### src/hdl/ntht_pkg.sv
// Shared types, constants and the helper function of the name-to-handle table.
package ntht_pkg;

  localparam int DEF_TABLE_DEPTH = 128;
  localparam int DEF_HANDLE_BITS = 8;

  localparam int KEY_W        = 64;
  localparam int KIND_W       = 2;
  localparam int IN_HANDLE_W  = 8;
  localparam int SLOT_W       = 7;
  localparam int OUT_HANDLE_W = 8;
  localparam int IN_TDATA_W   = 80;
  localparam int OUT_TDATA_W  = 16;

  localparam logic [KIND_W-1:0] KIND_ADD    = 2'd0;
  localparam logic [KIND_W-1:0] KIND_REMOVE = 2'd1;
  localparam logic [KIND_W-1:0] KIND_LOOKUP = 2'd2;

  // Outcome flags of one scan over the table.
  typedef struct packed {
    logic hit_found;
    logic free_found;
  } scan_flags_t;

  // Clear every byte that follows the first zero byte of a name.
  function automatic logic [KEY_W-1:0] norm_key(input logic [KEY_W-1:0] k);
    logic [KEY_W-1:0] res;
    logic             live;
    res  = '0;
    live = 1'b1;
    for (int i = 0; i < 8; i++) begin
      if (k[8*i +: 8] == 8'd0) begin
        live = 1'b0;
      end
      if (live) begin
        res[8*i +: 8] = k[8*i +: 8];
      end
    end
    return res;
  endfunction

endpackage

### src/hdl/ntht_scan.sv
// Scan unit: compares each entry read from the table and keeps the first hit and first free entry.
module ntht_scan #(
  parameter int ADDR_W      = 7,
  parameter int HANDLE_BITS = 8
) (
  input  logic                    clk,
  input  logic                    rst_n,
  input  logic                    start,
  input  logic                    ent_vld,
  input  logic [ADDR_W-1:0]       ent_idx,
  input  logic                    ent_valid,
  input  logic [ntht_pkg::KEY_W-1:0] ent_key,
  input  logic [HANDLE_BITS-1:0]  ent_handle,
  input  logic [ntht_pkg::KEY_W-1:0] req_key,
  output ntht_pkg::scan_flags_t   flags,
  output logic [ADDR_W-1:0]       hit_idx,
  output logic [HANDLE_BITS-1:0]  hit_handle,
  output logic [ADDR_W-1:0]       free_idx
);
  import ntht_pkg::*;

  scan_flags_t            flags_r, flags_nxt;
  logic [ADDR_W-1:0]      hit_idx_r, hit_idx_nxt;
  logic [HANDLE_BITS-1:0] hit_handle_r, hit_handle_nxt;
  logic [ADDR_W-1:0]      free_idx_r, free_idx_nxt;

  always_comb begin
    flags_nxt      = flags_r;
    hit_idx_nxt    = hit_idx_r;
    hit_handle_nxt = hit_handle_r;
    free_idx_nxt   = free_idx_r;
    if (start) begin
      flags_nxt = '0;
    end else if (ent_vld) begin
      // Entries arrive in ascending order, so the first one seen is the lowest.
      if (ent_valid && ent_key == req_key && !flags_r.hit_found) begin
        flags_nxt.hit_found = 1'b1;
        hit_idx_nxt         = ent_idx;
        hit_handle_nxt      = ent_handle;
      end
      if (!ent_valid && !flags_r.free_found) begin
        flags_nxt.free_found = 1'b1;
        free_idx_nxt         = ent_idx;
      end
    end
  end

  always_ff @(posedge clk) begin
    if (!rst_n) begin
      flags_r <= '0;
    end else begin
      flags_r <= flags_nxt;
    end
  end

  always_ff @(posedge clk) begin
    hit_idx_r    <= hit_idx_nxt;
    hit_handle_r <= hit_handle_nxt;
    free_idx_r   <= free_idx_nxt;
  end

  assign flags      = flags_r;
  assign hit_idx    = hit_idx_r;
  assign hit_handle = hit_handle_r;
  assign free_idx   = free_idx_r;

endmodule

### config.mk
export PLATFORM = sky130hd
export DESIGN_NAME = ntht_scan
export DESIGN_NICKNAME = d
export VERILOG_FILES = /design/src/hdl/ntht_pkg.sv /design/src/hdl/ntht_scan.sv
export SDC_FILE = /design/constraint.sdc
export NUM_CORES = 1
export LEC_CHECK = 0
export ABC_AREA = 1
export BUFFER_PORTS_ARGS = -buffer_cell sky130_fd_sc_hd__buf_2
export CAP_MARGIN = 20
export CORE_MARGIN = 8
export CORE_UTILIZATION = 41
export CTS_CLUSTER_SIZE = 16
export DETAILED_ROUTE_END_ITERATION = 10
export PLACE_DENSITY = 0.87
export RECOVER_POWER = 100
export SLEW_MARGIN = 10
export SYNTH_ARGS = -nofsm -noshare
export SYNTH_HDL_FRONTEND = slang
export SYNTH_SLANG_ARGS = --single-unit
### constraint.sdc
create_clock -name clk -period 4 [get_ports clk]
set_input_delay 0.8 -clock clk [delete_from_list [all_inputs] [get_ports clk]]
set_output_delay 0.8 -clock clk [all_outputs]
set_load 0.005 [all_outputs]
==> results.md <==
- Hold WS: roughly 0.47 ns
- Post-synthesis sequential area ratio: a little under two fifths
- DR vias/cell: roughly 4.3
- Vias in the first global route: around 2300
- Maxcap violations: 0
- Worst hold path type: flop to flop
- Max FO, Critical Path: 15
- Total Power: roughly 650 uW
- CTS Buffer Depth: 2
- Worst Max-Slew Pin Slew: between 0.9 and 1 ns
- Pwr per Cell Area: ~230 nW/um^2
- Finished Layout Cells: ~540
- RR Startpoint: flags[1]
- Maximum clock rate: around 400 MHz
- Initial antenna violation count: 0
- Die ar.: 7040 um^2
- Data required, critical path: 3.89 ns
- Routed WL: 6630 um
- Minimum clock period: 2.46 ns
- Relative slew slack: around 36%
- Flops & latches, synth: 24
- Final Skew: ~0.010 ns
- Slew Limit Fails: 0
- Global-route wire length before repair: between 10000 and 15000 um
- Final setup violation count: 0
- Total GRT Usage: ~18%
- Post-CTS resize count: 0
- Standard-cell row count: 24
- RSZ-0062 raised after global routing: false
- Post-layout instance area: about 2800 um^2
- Drt drc: 0
- Mapped cell area: approximately 1900 um^2
- LEAKAGE: ~1.7 nW
- Gr ovfl total: 0
- Final GP Congestion: 0.774
- Hold Buf Count CTS: 0
- Kind of critical path: input pin to flop
- Share of cells above drive strength 1: a little under a third
- Via count: around 2300
- Synth area leader: edfxtp_1
- Max rail drop VDD: between 0.0001 and 0.00015 V
- Hold path cells: 2
- Largest net degree at the start of global routing: 16
- Clock slew at the register clock pins of the worst setup and hold paths: 0.07 ns
- Post-route setup slack: around 1.5 ns
- Antenna cells: 0
- Antenna viol nets, final: 0
- Cells after synthesis: between 300 and 400
- DR WL/cell: roughly 12 um
- Final Cycle Share: ~60%
- Pre-CTS setup slack: 1.75 ns
- CTS Buf Count: 3
- Synth unique cells: 17
- Fin Setup TNS: 0 ns
- CTS tree: yes
- HPWL after DPL: 6190 um
- R2r setup slk: 1.92 ns
- Clock Latency Late Sink: 0.26 ns
- Die X: 83.9 um
- Setup Fix Bufs, Post-CTS: 0
- Worst R2R End: hit_idx[0]
- Most frequent cells in the layout: buf_2 (141), nand2_1 (118), inv_1 (70), nor2_1 (54), clkbuf_1 (31)
- Synth area leaders: edfxtp_1 (35%), nand2_1 (23%), inv_1 (14%), nor2_1 (11%), xnor2_1 (5.1%)
- CP endpoint kind: flop
- Core area: between 4000 and 5000 um^2
- CTS root buf: clkbuf_8
- Worst Hold Endpoint: flags[0]
- Synth warn: 0
- Cells after DPL: about 530
- Worst R2R Path Depth: 10
- CTS H-Tree Depth: 1
- Buffers on Ports: between 150 and 200
- Critical path arrival: between 2 and 2.5 ns
- IO Pins: 172
- Syn nets: roughly 460
- Syn avg cell area: slightly above 6 um^2
- Die height: 83.9 um
- Startpoint types: input pin
- Initial DRC count: 77
- Top cell type's share of synthesized area: between 30% and 40%
- Final hold violations: 0
- Finished Core Util: approximately two thirds
- Hold_sp: flags[0]
- Layout Nets: ~630
- CTS sink cnt: 24
- Status: finished clean
- Placed Area: roughly 2800 um^2
- Initial Util: 43.1%
- Commonest non-fill, non-tap cell in the layout: buf_2
- P&R area growth vs syn: 50.6%
- Drt pass-1 iters: 4
## routing by layer
layer / share of wire, % / global-route usage [%] / vias up / routed length (um)
li1: - / - / 1253 / -
met1: 36 / 15.9 / 931 / 2360
met3: 12 / 9.28 / 14 / 826
met4: 2.7 / 6.91 / 0 / 182
met2: 49 / 32.4 / 123 / 3260
met5: 0 / 0 / - / 0
## synth_stat cells
master    instances
edfxtp_1         22
xor2_1            4
nand3_2           1
o21ai_1           8
a21oi_1           1
nand3_1           3
nor2_1           53
xnor2_1          11
inv_1            70
a21oi_2           1
inv_2             4
nor3_1            1
dfxtp_1           2
o21ai_0           2
o22ai_1           5
nand2_1         118
nor2_2            2
## flip-flops by register name (all words and copies together) (netlist names)
name        count
flags           2
free_idx        7
hit_handle      8
hit_idx         7
## worst max path at each step
stage / endpoint / from / slack (ns)
finish: hit_idx[0] / req_key[6] / 1.54
global route: hit_idx[6] / req_key[6] / 1.31
CTS: hit_idx[0] / req_key[6] / 2.02
detailed placement: hit_handle[7] / req_key[6] / 1.75
global placement: hit_handle[2] / req_key[5] / 1.77
floorplan: hit_handle[0] / req_key[1] / 1.57
## worst max-delay path: stages
cell,delay [ns]
buf_2,0.10
nor2_1,0.10
nor2_1,0.05
nor2_1,0.11
nand2_1,0.07
nor2_1,0.10
nand2_1,0.06
nor2_1,0.13
nand3_2,0.11
nor2_1,0.09
clkbuf_1,0.61
## area by class of cell
| cell class | count | area [um^2] |
|---|---|---|
| Clock buffer | 3 | 41.3 |
| Clock inverter | 1 | 30.0 |
| Fill cell | 415 | 1540 |
| Inverter | 74 | 278 |
| Multi-Input combinational cell | 210 | 908 |
| Sequential cell | 24 | 701 |
| Tap cell | 52 | 65.1 |
| Timing Repair Buffer | 172 | 822 |
## cells by family after synthesis
group / after synthesis / share of synthesized area, %
AOI/OAI and AO/OA: 17 / 5.03
xor gates and xnor gates: 15 / 6.95
buffers and inverters: 74 / 14.7
DFF: 24 / 37.1
and+or+nand+nor: 178 / 36.2
## report_power, final
group	internal [mW]	switching, mW	total (mW)	leakage [nW]
logic	0.0903	0.0824	0.173	1.44
clock network	0.134	0.0704	0.204	0.0357
registers	0.276	0.000938	0.277	0.215
total	0.500	0.154	0.654	1.69
Power figures use the tool's default switching activity.
